## src/mue_pkg.sv

```systemverilog
`default_nettype none
// ----------------------------------------------------------------------------
// mue_pkg: shared types and constants
// Widths of the shared multiplier and divider, fixed-point constants and the
// root table used by the power-of-two routine.
// ----------------------------------------------------------------------------
package mue_pkg;

  localparam int MUL_W     = 33;
  localparam int PROD_W    = 2 * MUL_W;
  localparam int DIV_NUM_W = 48;
  localparam int DIV_DEN_W = 26;

  localparam logic [2:0] CFG_BANDS = 3'd0;

  localparam logic signed [17:0] LEVEL_FLOOR_Q8  = -18'sd51200;
  localparam logic signed [33:0] GAIN_MIN_Q8     = -34'sd15360;
  localparam logic signed [33:0] GAIN_MAX_Q8     = 34'sd12288;
  localparam logic [27:0]        DB_PER_LOG2_Q32 = 28'd101008907;
  localparam logic [21:0]        LOG2_PER_DB_Q16 = 22'd2786635;
  localparam logic [17:0]        TWO_LOG2E_Q16   = 18'd189098;
  localparam logic [14:0]        MIX_SCALE_Q16   = 15'd19661;
  localparam logic [23:0]        ENV_FLOOR_DIV   = 24'd8;
  localparam logic [16:0]        ONE_Q16         = 17'h10000;

  function automatic logic [16:0] root_q16(input logic [2:0] k);
    logic [16:0] r;
    case (k)
      3'd0:    r = 17'd92682;
      3'd1:    r = 17'd77936;
      3'd2:    r = 17'd71468;
      3'd3:    r = 17'd68438;
      3'd4:    r = 17'd66971;
      3'd5:    r = 17'd66250;
      3'd6:    r = 17'd65892;
      default: r = 17'd65714;
    endcase
    return r;
  endfunction

endpackage
`default_nettype wire

```

## src/mue_mul.sv

```systemverilog
`default_nettype none
// ----------------------------------------------------------------------------
// mue_mul: shared signed multiplier
// One signed product per cycle, registered at the output.
// ----------------------------------------------------------------------------
module mue_mul
  import mue_pkg::*;
(
  input  wire logic                     clk,
  input  wire logic signed [MUL_W-1:0]  a,
  input  wire logic signed [MUL_W-1:0]  b,
  output logic signed [PROD_W-1:0]      p
);

  always_ff @(posedge clk) begin
    p <= a * b;
  end

endmodule
`default_nettype wire

```

## config.mk

```make
export PLATFORM = sky130hd
export DESIGN_NAME = mue_mul
export DESIGN_NICKNAME = d
export VERILOG_FILES = /design/src/mue_pkg.sv /design/src/mue_mul.sv
export SDC_FILE = /design/constraint.sdc
export NUM_CORES = 2
export LEC_CHECK = 0
export ABC_AREA = 1
export BUFFER_PORTS_ARGS = -buffer_cell sky130_fd_sc_hd__buf_2
export CORE_MARGIN = 2
export CORE_UTILIZATION = 45
export DETAILED_ROUTE_END_ITERATION = 10
export PLACE_DENSITY_LB_ADDON = 0.12
export SLEW_MARGIN = 30
export SYNTH_ARGS = -nofsm -noshare
export SYNTH_HDL_FRONTEND = slang
export SYNTH_SLANG_ARGS = --single-unit
```

## constraint.sdc

```tcl
create_clock -name clk -period 15.45 [get_ports clk]
set_clock_uncertainty 0.1 [all_clocks]
set_input_delay 0.7725 -clock clk [delete_from_list [all_inputs] [get_ports clk]]
set_output_delay 0.7725 -clock clk [all_outputs]
set_load 0.05 [all_outputs]
```

==> flow_summary.ini <==
[floorplan]
die_y_um = 313.7
start_util_pct = 45.44
num_rows = 113
pin_count = 133
core_sq_mm = 0.09501
die-area_sq_mm = 0.09844
die_w_um = 313.7

[sta]
finalCritPeriodShare_pct = 52.47
rsz0062_at_grt = no
fmax_ghz = 0.1234
fin_crit_ps = 8107
fin_setup_tns_ps = 0
worst_pin_slew_ps = 1041
drv_slew = 0
slew_headroom_pct = 30.57
hold_viol = 0
finalSetupViolCount = 0

[cells_and_area]
drive_gt1_share_pct = 4.239
syn2layout_area_growth_pct = 4.109
fin_nets = 6873
largest_reg_flops = 66
reg.largest.list = p x66
final_cell_count_no_fill = 6717
top_register = p
final_cell_mix = inv_1 (1893), nand2_1 (1517), fa_1 (1144)
layout_commonest_cell = inv_1

[routing]
drt_iter0_drc = 1908
wl_per_cell_um = 18.01
wl_um = 121000
dr.pass1.iters = 9
drc_errors = 0
num_vias = 32050
ant_nets = 0
via_per_inst = 4.772

[yosys]
synthFlopType = dfxtp_1
synth_edf_count = 0
synthArstFlopShare_pct = 0
ys_warn_count = 0
ys_seq_area_share_pct = 3.060
syn_nets = 6972
ys_seq_elements = 66
postSynthCellCount = 5543
netlist_area_sq_mm = 0.04317
synth_area_per_cell_sq_um = 7.789
ys_types = 35

[setup_path]
cp.required_ps = 15600
critPathMaxFanout = 33
worstSetupPathType = in -> reg
worstPathArrival_ps = 8260
worst_setup_path_start_kind = primary input
critPathLaunch = b[3]
endpoint_kind = register

[worst_hold_path]
hold_class = in -> reg
hold_start = b[0]

[global_routing]
grt_overflow_total = 0
grt_pass1_vias = 35580
grt_max_degree = 35
antenna_found_initial = 10
grtUsageTotal_pct = 26.08
grt_pass1_wl_um = 198200

[clock_network]
root_buffer = clkbuf_16
cts_buffer_depth = 2
cts_resized = 0
cts_hold_buf = 0
cts_buffers = 9
cts_tree = done
post-cts-setup-buffer-count = 0
clkTransAtPathRegs_ps = 60
cts.sinks = 66
htreeDepth = 3

[flow_run]
cap_violations = 0

[placed_design]
place_congestion = 0.9338
dp_cells = 6696
portBuffers = 132
dp_hpwl_um = 102200

[run_status]
status = finished, final reports clean
[worst paths after layout]
path	endpoint	slack (ps)	cells after the start
max	p[63]	7340	21
min	p[0]	1020	3
[final cells by class]
| cell class | instances | area, sq um |
|---|---|---|
| Tap cell | 1265 | 1583 |
| Antenna cell | 3 | 7.507 |
| Timing Repair Buffer | 153 | 863.3 |
| Clock buffer | 10 | 239.0 |
| Clock inverter | 6 | 66.31 |
| Inverter | 1895 | 7113 |
| Fill cell | 9556 | 50060 |
| Sequential cell | 66 | 1321 |
| Multi-Input combinational cell | 3319 | 33750 |
[metrics by stage]
step / util, % / instance area, sq um / hold slack, ps / setup WS (ps)
final: 47.31 / 44950 / 1016 / 7343
after global routing: 47.31 / 44950 / 1025 / 6967
after CTS: 47.26 / 44900 / 987.8 / 7076
after detailed placement: 46.93 / 44590 / 1142 / 6709
after global placement: 46.91 / 44570 / 1142 / 6786
after floorplan: - / 43170 / 936.1 / 7822
[cells in the mapped netlist (all sizes together) (14+ instances only)]
library cell  number  area share [%]
a21oi             65            0.79
nand2           1534              13
nor2             154             1.5
nand3             78             1.0
clkbuf           262             2.3
ha               217             6.3
o21bai            14            0.24
nand4             19            0.28
o21ai             23            0.28
xor2              37            0.75
fa              1145              53
dfxtp             66             3.1
inv             1895              16
[layer usage]
metal	global-route usage [%]	up-vias	share of wire, %
met1	33.37	16270	42
li1	-	14770	-
met3	2.678	179	4.6
met5	0	-	0.064
met2	47.19	821	51
met4	6.557	12	2.7
[worst max-delay path, cell delays in order]
cell and delay, ps:
buf_2 620, nand2_1 220, inv_1 180, fa_1 460
fa_1 580, fa_1 690, fa_2 1000, fa_1 540
fa_1 500, fa_1 490, inv_1 50, fa_1 470
inv_1 40, ha_1 430, nand2_1 110, nor2_1 260
nand2_1 190, nor4_1 330, nand2_1 110, nand3_1 90
nand2_1 50
[cell families (layout without fill, tap and decap cells)]
group                    Yosys count  in the layout  share of synthesized area (%)
buffers and inverters           2158           2064                          18.76
AND/OR/NAND/NOR                 1810           1810                          16.59
adder cells (fa/ha/maj)         1362           1362                          59.38
AO/OA/AOI/OAI                    106            106                          1.377
flip-flops                        66             66                          3.060
XOR/XNOR                          41             41                         0.8317
other                              0              3                              0
Power is not shown: default switching activity piles up to over one toggle a cycle in this logic, so the estimate is an artifact.
