$ cat config.mk
export PLATFORM = sky130hd
export DESIGN_NAME = mue_div
export DESIGN_NICKNAME = d
export VERILOG_FILES = /design/src/mue_pkg.sv /design/src/mue_div.sv
export SDC_FILE = /design/constraint.sdc
export NUM_CORES = 1
export LEC_CHECK = 0
export BUFFER_PORTS_ARGS = -buffer_cell sky130_fd_sc_hd__buf_2
export CAP_MARGIN = 30
export CORE_MARGIN = 2
export CORE_UTILIZATION = 38
export DETAILED_ROUTE_END_ITERATION = 7
export PLACE_DENSITY = 0.58
export SLEW_MARGIN = 20
export SYNTH_ARGS = -nofsm -noshare
export SYNTH_HDL_FRONTEND = slang
export SYNTH_SLANG_ARGS = --single-unit
$ cat constraint.sdc
create_clock -name clk -period 5.2 [get_ports clk]
set_input_delay 0.78 -clock clk [delete_from_list [all_inputs] [get_ports clk]]
set_output_delay 0.78 -clock clk [all_outputs]
set_load 0.005 [all_outputs]
$ cat src/mue_pkg.sv
`default_nettype none
// ----------------------------------------------------------------------------
// mue_pkg: shared types and constants
// Widths of the shared multiplier and divider, fixed-point constants and the
// root table used by the power-of-two routine.
// ----------------------------------------------------------------------------
package mue_pkg;

  localparam int MUL_W     = 33;
  localparam int PROD_W    = 2 * MUL_W;
  localparam int DIV_NUM_W = 48;
  localparam int DIV_DEN_W = 26;

  localparam logic [2:0] CFG_BANDS = 3'd0;

  localparam logic signed [17:0] LEVEL_FLOOR_Q8  = -18'sd51200;
  localparam logic signed [33:0] GAIN_MIN_Q8     = -34'sd15360;
  localparam logic signed [33:0] GAIN_MAX_Q8     = 34'sd12288;
  localparam logic [27:0]        DB_PER_LOG2_Q32 = 28'd101008907;
  localparam logic [21:0]        LOG2_PER_DB_Q16 = 22'd2786635;
  localparam logic [17:0]        TWO_LOG2E_Q16   = 18'd189098;
  localparam logic [14:0]        MIX_SCALE_Q16   = 15'd19661;
  localparam logic [23:0]        ENV_FLOOR_DIV   = 24'd8;
  localparam logic [16:0]        ONE_Q16         = 17'h10000;

  function automatic logic [16:0] root_q16(input logic [2:0] k);
    logic [16:0] r;
    case (k)
      3'd0:    r = 17'd92682;
      3'd1:    r = 17'd77936;
      3'd2:    r = 17'd71468;
      3'd3:    r = 17'd68438;
      3'd4:    r = 17'd66971;
      3'd5:    r = 17'd66250;
      3'd6:    r = 17'd65892;
      default: r = 17'd65714;
    endcase
    return r;
  endfunction

endpackage
`default_nettype wire

$ cat src/mue_div.sv
`default_nettype none
// ----------------------------------------------------------------------------
// mue_div: iterative unsigned divider
// Restoring division, one quotient bit per cycle; done pulses when the
// quotient is ready.
// ----------------------------------------------------------------------------
module mue_div
  import mue_pkg::*;
(
  input  wire logic                  clk,
  input  wire logic                  rst,
  input  wire logic                  start,
  input  wire logic [DIV_NUM_W-1:0]  num,
  input  wire logic [DIV_DEN_W-1:0]  den,
  output logic                       done,
  output logic [DIV_NUM_W-1:0]       quo
);

  localparam int CW = $clog2(DIV_NUM_W);

  logic                 busy;
  logic [CW-1:0]        cnt;
  logic [DIV_DEN_W-1:0] rem;
  logic [DIV_DEN_W-1:0] d;
  logic [DIV_DEN_W:0]   r2;
  logic [DIV_DEN_W:0]   rdiff;
  logic                 ge;

  assign r2    = {rem, quo[DIV_NUM_W-1]};
  assign rdiff = r2 - {1'b0, d};
  assign ge    = r2 >= {1'b0, d};

  always_ff @(posedge clk) begin
    if (rst) begin
      busy <= 1'b0;
      done <= 1'b0;
      cnt  <= '0;
    end else begin
      done <= 1'b0;
      if (start) begin
        quo  <= num;
        rem  <= '0;
        d    <= den;
        cnt  <= '0;
        busy <= 1'b1;
      end else if (busy) begin
        rem <= ge ? rdiff[DIV_DEN_W-1:0] : r2[DIV_DEN_W-1:0];
        quo <= {quo[DIV_NUM_W-2:0], ge};
        cnt <= cnt + 1'b1;
        if (cnt == CW'(DIV_NUM_W - 1)) begin
          busy <= 1'b0;
          done <= 1'b1;
        end
      end
    end
  end

endmodule
`default_nettype wire
==> key figures, run 1 <==
CTS
  • Max H-tree Level: 3
  • Resize count post-CTS: 0
  • Setup repair bufs after CTS: 0
  • Num CTS Buffers: 9
  • CTS clk-pin slew, worst paths: 70 ps
  • CTS tree: done
  • # hold bufs at CTS: 0
  • Clk buf depth: 2
  • Root buffer selected by CTS: clkbuf_16
  • Clock Sinks: 108
  • Worst skew pair latency: 360 ps

Critical path
  • Most used cell, CP: o31ai_2
  • Crit-path max FO: 24
  • Setup CP Type: reg2reg
  • CP max-delay cell: o2111ai_4
  • Crit path capture type: flop
  • Worst Path Arrival: 3660 ps
  • CP max stage delay: 710 ps
  • WP data required: 5310 ps
  • Crit path cell chain: ha_1 -> nor2b_4 -> o31ai_2 -> a211oi_2 -> o31ai_2 -> a311oi_4 -> o2111ai_4 -> nand2_2 -> mux2_2
  • Startpoint Class: flop

Drt
  • Number of remaining DRC errors: 0
  • Drt wl/cell: 16.73 um
  • Via/cell ratio: 5.333
  • 1st-iter DRT viols: 264
  • Routed wire length: 14.09 mm
  • Router iterations before antenna repair: 4
  • Routed Antenna Nets: 0
  • Vias: 4490

Floorplan
  • Chip Width: 129.4 um
  • Ports: 126
  • Core Area: 15260 um^2
  • Die Ht: 129.4 um
  • Die area: 16730 um^2
  • Initial core utilization: 0.3914
  • Row Count: 45

Cells and area
  • # nets final: 731
  • Fin util: 0.4667
  • Final instance area: 7121 um^2
  • Fraction of layout cells with a size suffix above 1: 0.3360
  • Synth-to-layout area growth: 19.23%
  • Diode count: 0

Logic synthesis
  • Seq cells post-synth: 108
  • Warnings from Yosys: 0
  • Synth Area in XOR/XNOR: 0.02933
  • Synthesized Nets: 613
  • Area leader, netlist: edfxtp_1
  • Count of cell types in the netlist: 64
  • Share of the synthesized area in the top cell type: 0.5028
  • Area contributors post-synth: edfxtp_1 50%, mux2_2 9.1%, ha_1 5.7%, a21oi_1 3.4%, dfxtp_1 2.7%
  • Avg Synthesized Cell Area: 11.76 um^2
  • Main flop type after synthesis: edfxtp_1
  • Post-synthesis mux area share: 0.09386
  • Largest family of logic cells by synthesized area: compound AO/OA/AOI/OAI gates
  • Number of synthesized flops with an enable pin: 100
  • Fraction of registers with async set/reset: 0
  • Compound-Gate Fraction of Synth Area: 0.1521
  • Post-Synth Simple-Gate Area: 0.09281
  • Synth Cell Area: 5972 um^2
  • Post-Syn Instances: 508
  • Adder-cell area share of the yosys netlist: 0.05992
  • Register area share after synthesis: 0.5296

Placed design
  • Placement Cell Area: 6795 um^2
  • IO Port Bufs: 125
  • Post-DP HPWL: 9.816 mm
  • GPL Wtd Cong: 0.8348
  • Setup WS pre-CTS: 1668 ps

STA
  • Slew HR: 0.3528
  • Max Freq: 0.2816 GHz
  • RSZ-0062 raised after global routing: false
  • PnR worst setup slack: 1649 ps
  • Setup Skew: 13.12 ps
  • Worst Max-Slew Pin Slew: 970.7 ps
  • Final Setup Violations: 0
  • Max-slew violation count: 0
  • Final Cycle Share: 0.6829
  • Minimum clock period after layout: 3551 ps
  • Fin. Hold Viols: 0
  • TNS Setup: 0 ps

Status
  • Status: finished, final reports clean

GRT
  • First-pass GRT wire length: 22.72 mm
  • GRT Overall Usage: 0.1722
  • Largest net degree at the start of global routing: 75
  • Gr ovfl total: 0
  • Initial antenna violation count: 0
  • Vias in the first global route: 4525

Min path
  • Worst Hold Class: reg2reg

Power and ir drop
  • Pwr Total: 2.299 mW
  • LEAKAGE: 2.819 nW
  • Maximum vdd ir drop: 0.1736 mV
  • Power Density: 322.8 nW/um^2

Flow run
  • Max Cap Viol: 0
==> final timing paths <==
| path | start | end | slack [ps] | depth (start not counted) |
|---|---|---|---|---|
| worst max-delay path | rem[0]$_SDFFCE_PP0P_ | quo[0]$_DFFE_PP_ | 1650 | 9 |
| worst min-delay path | cnt[5]$_SDFFE_PP0P_ | cnt[5]$_SDFFE_PP0P_ | 500 | 2 |
| worst max register to register | rem[0]$_SDFFCE_PP0P_ | quo[0]$_DFFE_PP_ | 1650 | 9 |
| worst min register to register | cnt[5]$_SDFFE_PP0P_ | cnt[5]$_SDFFE_PP0P_ | 500 | 2 |
==> per-layer routing <==
layer | part of all wire | up-vias | GRT usage
met2 | 0.46 | 174 | 0.2752
li1 | - | 2145 | -
met1 | 0.43 | 2156 | 0.2140
met4 | 0.012 | 0 | 0.04604
met3 | 0.094 | 15 | 0.07514
met5 | 0 | - | 0
==> cell families after synthesis <==
kind of cell / Yosys count
xor+xnor: 20
simple gates: 107
compound gates: 136
fa+ha+maj: 28
buf+inv: 59
mux: 50
flops: 108
==> layout make-up <==
type	count	area, um^2
fillers	1409	8138
well taps	211	264.0
inverters	36	135.1
flip-flops and latches	108	3163
multi-input cells	341	2570
clock buffers	10	229.0
clock inverters	6	68.82
repair buffers	130	690.7
==> worst max-delay path, delay by kind of cell, from the launching register on <==
kind	cells	cell delay, ps
and+or+nand+nor	2	380
DFF	1	460
muxes	1	340
adders and majority gates	1	360
AOI/OAI and AO/OA	5	1760
==> Yosys cell counts, drive strengths merged (2+ instances only) <==
cell and instances:
edfxtp 100, mux2 48, a21oi 41, inv 36, o21ai 35, ha 27, nor2 24, nand2 23
nand3 23, buf 12, xnor2 12, clkbuf 11, a211oi 8, dfxtp 8, o21a 8, xor2 8
a21o 7, nor3 7, and2 5, nor2b 5, o211ai 5, or3 5, a21boi 4, a221oi 4
a31oi 4, and3 3, nand4 3, o2111ai 3, o31ai 3, a211o 2, and4 2, mux2i 2
o22ai 2, or3b 2
==> per-stage QoR <==
| step | hold WS [ps] | cells |
|---|---|---|
| final | 497.1 | 842 |
| after global routing | 563.9 | 842 |
| after CTS | 496.8 | 841 |
| after detailed placement | 486.2 | 825 |
| after global placement | 471.1 | 824 |
| after floorplan | 458.4 | 508 |
==> registers in the layout, indices dropped and copies added (netlist names) <==
| register | count |
|---|---|
| quo | 48 |
| done | 1 |
| busy | 1 |
| d | 26 |
| cnt | 6 |
| rem | 26 |
==> where the power goes <==
part	switching (mW)	internal [mW]
clock	0.330	0.380
combinational	0.295	0.231
sequential	0.0315	1.03
==> cell usage in the layout, fill, tap and decap left out, drive strengths merged, types with 2 or more instances in the layout <==
master   instances
buf            130
edfxtp         100
mux2            48
a21oi           41
inv             39
o21ai           35
ha              27
nor2            24
nand3           23
nand2           23
xnor2           12
clkbuf          10
xor2             8
dfxtp            8
o21a             8
a211oi           8
a21o             7
nor3             7
and2             5
o211ai           5
or3              5
nor2b            5
a31oi            4
a221oi           4
a21boi           4
and3             3
nand4            3
o31ai            3
o2111ai          3
and4             2
a211o            2
or3b             2
mux2i            2
o22ai            2
clkinv           2
(Power assumes the default switching activity.)
==> run 2: changes to the inputs <==
--- a/config.mk
+++ b/config.mk
@@ -10,7 +10,7 @@
 export CORE_MARGIN = 2
 export CORE_UTILIZATION = 38
 export DETAILED_ROUTE_END_ITERATION = 7
-export PLACE_DENSITY = 0.58
+export PLACE_DENSITY = 0.56
 export SLEW_MARGIN = 20
 export SYNTH_ARGS = -nofsm -noshare
 export SYNTH_HDL_FRONTEND = slang
==> constraint.sdc (replaced) <==
create_clock -name clk -period 3.45 [get_ports clk]
set_input_delay 0.5175 -clock clk [delete_from_list [all_inputs] [get_ports clk]]
set_output_delay 0.5175 -clock clk [all_outputs]
set_load 0.005 [all_outputs]
==> run 2 against run 1 <==
Compared with the run above: global-route usage grew 0.46 points; sequential cell count is the same; die area unchanged; maximum frequency up 13%; design area grew 0.33%; wire length shrank 0.91%; core utilization increased by 0.16 points; clock power is 46% higher; largest cell class unchanged.
==> key figures, run 2 (same netlist as run 1, synthesis figures left out) <==
Critical path
  • Startpoint Class: flop (unchanged)
  • CP top delay family: compound AO/OA/AOI/OAI gates (unchanged)
  • Crit path capture type: flop (unchanged)
  • Most used cell, CP: o31ai_2 (unchanged)
  • RR Startpoint: rem[0]$_SDFFCE_PP0P_ (unchanged)
  • Crit-path max FO: 5 (was 24)
  • R2r setup slk: 300 ps (was 1650 ps)
  • CP Launch Point: rem[0]$_SDFFCE_PP0P_ (unchanged)
  • Crit path cell chain: ha_1 -> nor2b_4 -> o31ai_2 -> a211oi_2 -> o31ai_2 -> a311oi_4 -> o2111ai_4 -> buf_4 -> a221oi_1 -> a41o_1 (was ha_1 -> nor2b_4 -> o31ai_2 -> a211oi_2 -> o31ai_2 -> a311oi_4 -> o2111ai_4 -> nand2_2 -> mux2_2)
  • CP max stage delay: 440 ps (was 710 ps)
  • R2R depth: 10 (was 9)
  • Worst Path Arrival: 3260 ps (was 3660 ps)
  • CP max-delay cell: edfxtp_1 (was o2111ai_4)
  • Crit path buffers/inverters: 1 (was 0)
  • Setup CP Type: reg2reg (unchanged)
  • WP data required: 3560 ps (was 5310 ps)
  • Crit. path cell count: 10 (was 9)

CTS
  • CTS tree: done (unchanged)
  • Max H-tree Level: 3 (unchanged)
  • Num CTS Buffers: 9 (unchanged)
  • Root buffer selected by CTS: clkbuf_16 (unchanged)
  • Resize count post-CTS: 0 (unchanged)
  • # hold bufs at CTS: 0 (unchanged)
  • Clk buf depth: 2 (unchanged)
  • Worst skew pair latency: 350 ps (was 360 ps)
  • Setup repair bufs after CTS: 0 (unchanged)
  • CTS clk-pin slew, worst paths: 70 ps (about the same)
  • Clock Sinks: 108 (unchanged)

Status
  • Status: finished, final reports clean (unchanged)

STA
  • Final Setup Violations: 0 (unchanged)
  • Max-slew violation count: 0 (unchanged)
  • TNS Setup: 0 ps (unchanged)
  • Max Freq: 0.3175 GHz (was 0.2816 GHz)
  • Worst Max-Slew Pin Slew: 665.4 ps (was 970.7 ps)
  • Fin. Hold Viols: 0 (unchanged)
  • Setup Skew: 7.940 ps (was 13.12 ps)
  • Final Cycle Share: 0.9128 (was 0.6829)
  • RSZ-0062 raised after global routing: false (unchanged)
  • Minimum clock period after layout: 3149 ps (was 3551 ps)
  • Slew HR: 0.5564 (was 0.3528)

Power and ir drop
  • Clock Power Share: 0.304 (was 0.309)
  • Sw power: 966.7 uW (was 656.1 uW)
  • Logic pwr share: 0.229 (about the same)
  • P_int: 2.465 mW (was 1.643 mW)
  • Power Density: 480.4 nW/um^2 (was 322.8 nW/um^2)
  • Pwr Total: 3.432 mW (was 2.299 mW)
  • Maximum vdd ir drop: 0.2284 mV (was 0.1736 mV)
  • LEAKAGE: 2.830 nW (was 2.819 nW)
  • Reg power frac: 0.467 (was 0.463)
  • Switching share of power: 0.2817 (was 0.2854)

Drt
  • Vias: 4452 (was 4490)
  • Routed wire length: 13.96 mm (was 14.09 mm)
  • Number of remaining DRC errors: 0 (unchanged)
  • Drt wl/cell: 16.48 um (was 16.73 um)
  • Routed Antenna Nets: 0 (unchanged)
  • Router iterations before antenna repair: 4 (unchanged)
  • Via/cell ratio: 5.256 (was 5.333)
  • 1st-iter DRT viols: 319 (was 264)

Min path
  • HP Start: den[14] (was cnt[5]$_SDFFE_PP0P_)
  • Worst Hold Class: in2reg (was reg2reg)
  • Hold path depth: 1 (was 2)

Placed design
  • Post-DP HPWL: 10.11 mm (was 9.816 mm)
  • GPL Wtd Cong: 0.8457 (was 0.8348)
  • IO Port Bufs: 125 (unchanged)

Floorplan
  • Die area: 16730 um^2 (unchanged)
  • Initial core utilization: 0.3914 (unchanged)
  • Chip Width: 129.4 um (unchanged)
  • Row Count: 45 (unchanged)
  • Ports: 126 (unchanged)
  • Core Area: 15260 um^2 (unchanged)
  • Die Ht: 129.4 um (unchanged)

Cells and area
  • Reg with most FFs: quo (unchanged)
  • Fraction of layout cells with a size suffix above 1: 0.3396 (was 0.3360)
  • Leading cell type in the layout, fill and taps excluded: buf_2 (unchanged)
  • Most frequent cells in the layout: 125 x buf_2, 100 x edfxtp_1, 48 x mux2_2, 40 x a21oi_1, 36 x inv_1 (unchanged)
  • Diode count: 0 (unchanged)
  • # nets final: 737 (was 731)
  • Synth-to-layout area growth: 19.63% (was 19.23%)
  • Largest registers: quo: 48 flops, d: 26 flops, rem: 26 flops (unchanged)
  • Largest register FFs: 48 (unchanged)

GRT
  • First-pass GRT wire length: 22.88 mm (was 22.72 mm)
  • Largest net degree at the start of global routing: 48 (was 75)
  • Gr ovfl total: 0 (unchanged)
  • Initial antenna violation count: 0 (unchanged)
  • Vias in the first global route: 4617 (was 4525)
  • GRT Overall Usage: 0.1768 (was 0.1722)

Flow run
  • Max Cap Viol: 0 (unchanged)
## run 2: final cells by class
type | count | area (um^2)
Fill cell | 1414 | 8114
Tap cell | 211 | 264.0
Inverter | 36 | 135.1
Clock inverter | 6 | 62.56
Sequential cell | 108 | 3163
Clock buffer | 9 | 225.2
Multi-Input combinational cell | 341 | 2570
Timing Repair Buffer | 136 | 724.4
## run 2: power by group through the flow
stage | logic, mW | clock network [mW] | registers (mW)
2_1_floorplan | 0.558 | 0 | 1.62
5_1_grt | 0.884 | 1.12 | 1.62
3_3_place_gp | 0.772 | 0 | 1.63
4_1_cts | 0.784 | 1.08 | 1.61
3_5_place_dp | 0.780 | 0 | 1.63
6_report | 0.786 | 1.04 | 1.60
## run 2: stage by stage
| stage | area, um^2 | util | cells | hold slack [ps] | setup slack [ps] |
|---|---|---|---|---|---|
| final | 7144 | 0.4682 | 847 | 332.4 | 300.7 |
| after global routing | 7144 | 0.4682 | 847 | 322.0 | 118.8 |
| after CTS | 7118 | 0.4665 | 844 | 316.5 | 226.6 |
| after detailed placement | 6830 | 0.4476 | 829 | 511.5 | 241.9 |
| after global placement | 6830 | 0.4476 | 829 | 466.8 | 354.1 |
| after floorplan | 5979 | - | 508 | 458.4 | 519.7 |
## run 2: path summary, 6_finish.rpt
check,end
worst max-delay path,rem[22]$_SDFFCE_PP0P_
worst min-delay path,d[14]$_DFFE_PP_
worst max register to register,rem[22]$_SDFFCE_PP0P_
worst min register to register,cnt[5]$_SDFFE_PP0P_
## run 2: layer usage
| metal | global-route usage | vias up | part of all wire |
|---|---|---|---|
| met1 | 0.2295 | 2122 | 0.44 |
| met5 | 0 | - | 0 |
| li1 | - | 2153 | - |
| met4 | 0.06969 | 0 | 0.019 |
| met3 | 0.05904 | 17 | 0.087 |
| met2 | 0.2740 | 160 | 0.46 |
==> run 3: changes to the inputs <==
--- a/config.mk
+++ b/config.mk
@@ -11,6 +11,7 @@
 export CORE_UTILIZATION = 38
 export DETAILED_ROUTE_END_ITERATION = 7
 export PLACE_DENSITY = 0.56
+export SETUP_SLACK_MARGIN = 0.5
 export SLEW_MARGIN = 20
 export SYNTH_ARGS = -nofsm -noshare
 export SYNTH_HDL_FRONTEND = slang
==> run 3 against run 2 <==
Compared with the run above: clock skew is essentially flat; maximum frequency grew 5.7%; register-to-register slack improved by 170 ps; setup slack improved by 170 ps; core utilization is 2.6 points higher; total power increased by 2.7%; first-iteration DRC count shrank 3.4%.
==> key figures, run 3 (same netlist as run 1, synthesis figures left out) <==
GRT
  • Met1 Usage GRT: 0.2313 (was 0.2295)
  • Met3 Use GR: 0.05822 (was 0.05904)
  • First-pass GRT wire length: 23.15 mm (was 22.88 mm)
  • Gr ovfl total: 0 (unchanged)
  • Largest net degree at the start of global routing: 48 (unchanged)
  • Vias in the first global route: 4650 (was 4617)
  • GRT Overall Usage: 0.1790 (was 0.1768)
  • Initial antenna violation count: 0 (unchanged)
  • Met2 usage: 0.2793 (was 0.2740)
  • Grt peak-use layer: met2 (unchanged)

Cells and area
  • Fillcell total: 1384 (was 1414)
  • Largest register FFs: 48 (unchanged)
  • Synth-to-layout area growth: 26.19% (was 19.63%)
  • Multi-input gate area: 2795 um^2 (was 2570 um^2)
  • Register area: 3163 um^2 (unchanged)
  • Diode count: 0 (unchanged)
  • Reg with most FFs: quo (unchanged)
  • Fraction of layout cells with a size suffix above 1: 0.3988 (was 0.3396)
  • Most frequent cells in the layout: 125 x buf_2, 100 x edfxtp_1, 48 x mux2_2, 38 x a21oi_1, 36 x inv_1 (was 125 x buf_2, 100 x edfxtp_1, 48 x mux2_2, 40 x a21oi_1, 36 x inv_1)
  • # nets final: 753 (was 737)
  • Fin util: 0.4939 (was 0.4682)
  • Leading cell type in the layout, fill and taps excluded: buf_2 (unchanged)
  • Largest registers: quo: 48 flops, d: 26 flops, rem: 26 flops (unchanged)

Critical path
  • WP data required: 3660 ps (was 3560 ps)
  • R2r setup slk: 470 ps (was 300 ps)
  • RR Startpoint: rem[0]$_SDFFCE_PP0P_ (unchanged)
  • CP Launch Point: rem[0]$_SDFFCE_PP0P_ (unchanged)
  • Setup CP Type: reg2reg (unchanged)
  • Crit path to: rem[5]$_SDFFCE_PP0P_ (was rem[22]$_SDFFCE_PP0P_)
  • Crit path capture type: flop (unchanged)
  • Crit-path max FO: 6 (was 5)
  • Startpoint Class: flop (unchanged)
  • R2R depth: 10 (unchanged)
  • Worst Path Arrival: 3190 ps (was 3260 ps)
  • Reg2reg end: rem[5]$_SDFFCE_PP0P_ (was rem[22]$_SDFFCE_PP0P_)

Floorplan
  • Die Ht: 129.4 um (unchanged)
  • Initial core utilization: 0.3914 (unchanged)
  • Die area: 16730 um^2 (unchanged)
  • Chip Width: 129.4 um (unchanged)
  • Core Area: 15260 um^2 (unchanged)
  • Row Count: 45 (unchanged)
  • Ports: 126 (unchanged)

Drt
  • Drt wl/cell: 17.02 um (was 16.48 um)
  • Number of remaining DRC errors: 0 (unchanged)
  • Via/cell ratio: 5.317 (was 5.256)
  • 1st-iter DRT viols: 308 (was 319)
  • Routed wire length: 14.69 mm (was 13.96 mm)
  • Vias: 4589 (was 4452)
  • Routed Antenna Nets: 0 (unchanged)
  • Router iterations before antenna repair: 4 (unchanged)

STA
  • Worst Max-Slew Pin Slew: 661.5 ps (was 665.4 ps)
  • Max Freq: 0.3357 GHz (was 0.3175 GHz)
  • Slew HR: 0.5590 (was 0.5564)
  • Max-slew violation count: 0 (unchanged)
  • Minimum clock period after layout: 2979 ps (was 3149 ps)
  • RSZ-0062 raised after global routing: true (was false)
  • TNS Setup: 0 ps (unchanged)
  • Setup Skew: 8.386 ps (was 7.940 ps)
  • Final Setup Violations: 0 (unchanged)
  • Fin. Hold Viols: 0 (unchanged)
  • Final Cycle Share: 0.8635 (was 0.9128)

CTS
  • Num CTS Buffers: 9 (unchanged)
  • Clock Sinks: 108 (unchanged)
  • CTS tree: done (unchanged)
  • Clk buf depth: 2 (unchanged)
  • CTS clk-pin slew, worst paths: 70 ps (about the same)
  • Max H-tree Level: 3 (unchanged)
  • Worst skew pair latency: 360 ps (was 350 ps)
  • Root buffer selected by CTS: clkbuf_16 (unchanged)

Status
  • Status: finished, final reports clean (unchanged)

Power and ir drop
  • Switching share of power: 0.2868 (was 0.2817)
  • Power Density: 467.5 nW/um^2 (was 480.4 nW/um^2)
  • P_int: 2.513 mW (was 2.465 mW)
  • Logic pwr share: 0.247 (was 0.229)
  • LEAKAGE: 2.940 nW (was 2.830 nW)
  • Maximum vdd ir drop: 0.2461 mV (was 0.2284 mV)
  • Sw power: 1.010 mW (was 966.7 uW)
  • Clock Power Share: 0.296 (was 0.304)
  • Reg power frac: 0.456 (was 0.467)

Placed design
  • GPL Wtd Cong: 0.8457 (unchanged)
  • IO Port Bufs: 125 (unchanged)
  • Post-DP HPWL: 10.11 mm (unchanged)

Min path
  • Worst Hold Class: in2reg (unchanged)

Flow run
  • Max Cap Viol: 0 (unchanged)
-- run 3: changes by cell type in the layout (fill, tap and decap cells not counted), sizes merged --
| cell | change |
|---|---|
| buf | +14 |
| clkbuf | +1 |
| o2111a | +1 |
-- run 3: how the worst min path moves through the flow --
stage | startpoint | end | slack [ps] | depth (start not counted)
global placement | cnt[5]$_SDFFE_PP0P_ | cnt[5]$_SDFFE_PP0P_ | 470 | 2
global route | den[14] | d[14]$_DFFE_PP_ | 320 | 1
floorplan | cnt[5]$_SDFFE_PP0P_ | cnt[5]$_SDFFE_PP0P_ | 460 | 2
CTS | den[14] | d[14]$_DFFE_PP_ | 320 | 1
detailed placement | cnt[5]$_SDFFE_PP0P_ | cnt[5]$_SDFFE_PP0P_ | 510 | 2
finish | den[14] | d[14]$_DFFE_PP_ | 330 | 1
-- run 3: critical path, stage by stage (launching register included) --
cell	delay, ps
edfxtp_1	480
ha_4	310
nor2b_4	180
o31ai_4	90
a211oi_4	310
o31ai_4	120
a311oi_4	480
o2111ai_4	240
buf_8	220
a211o_1	290
a21oi_1	130
-- run 3: what timing repair did --
item / 4_1_cts / 5_1_grt
endpoints found under the setup margin: 27 / 27
buffers inserted: 2 / 14
pin swaps: 2 / 8
gates resized for setup: 7 / 37
hold buffers: 0 / 0
gates cloned: 1 / 1
-- run 3: area by class of cell --
type / instances / area share
clock buffers: 9 / 0.02989
clock inverters: 6 / 0.008302
repair buffers: 151 / 0.1182
inverters: 36 / 0.01793
well taps: 211 / 0.03503
flip-flops and latches: 108 / 0.4197
multi-input cells: 342 / 0.3709
-- run 3: power groups by stage --
| stage | Combinational [mW] | Clock (mW) | Sequential [mW] |
|---|---|---|---|
| after detailed placement | 0.780 | 0 | 1.63 |
| after CTS | 0.797 | 1.08 | 1.61 |
| after floorplan | 0.558 | 0 | 1.62 |
| after global placement | 0.772 | 0 | 1.63 |
| after global routing | 0.969 | 1.12 | 1.62 |
| final | 0.872 | 1.04 | 1.61 |
-- run 3: routing by layer --
layer | up-vias | part of all wire
met2 | 164 | 0.46
li1 | 2194 | -
met5 | - | 0
met3 | 24 | 0.076
met1 | 2207 | 0.44
met4 | 0 | 0.023
-- run 3: stage by stage --
stage,area [um^2],power (mW),instances,hold WS [ps],worst slack (ps)
2_1_floorplan,5979,2.181,508,458.4,519.7
3_3_place_gp,6830,2.403,829,466.8,354.1
3_5_place_dp,6830,2.412,829,511.5,241.9
4_1_cts,7176,3.479,847,316.5,491.6
5_1_grt,7536,3.710,863,321.9,402.7
6_report,7536,3.523,863,330.1,470.9
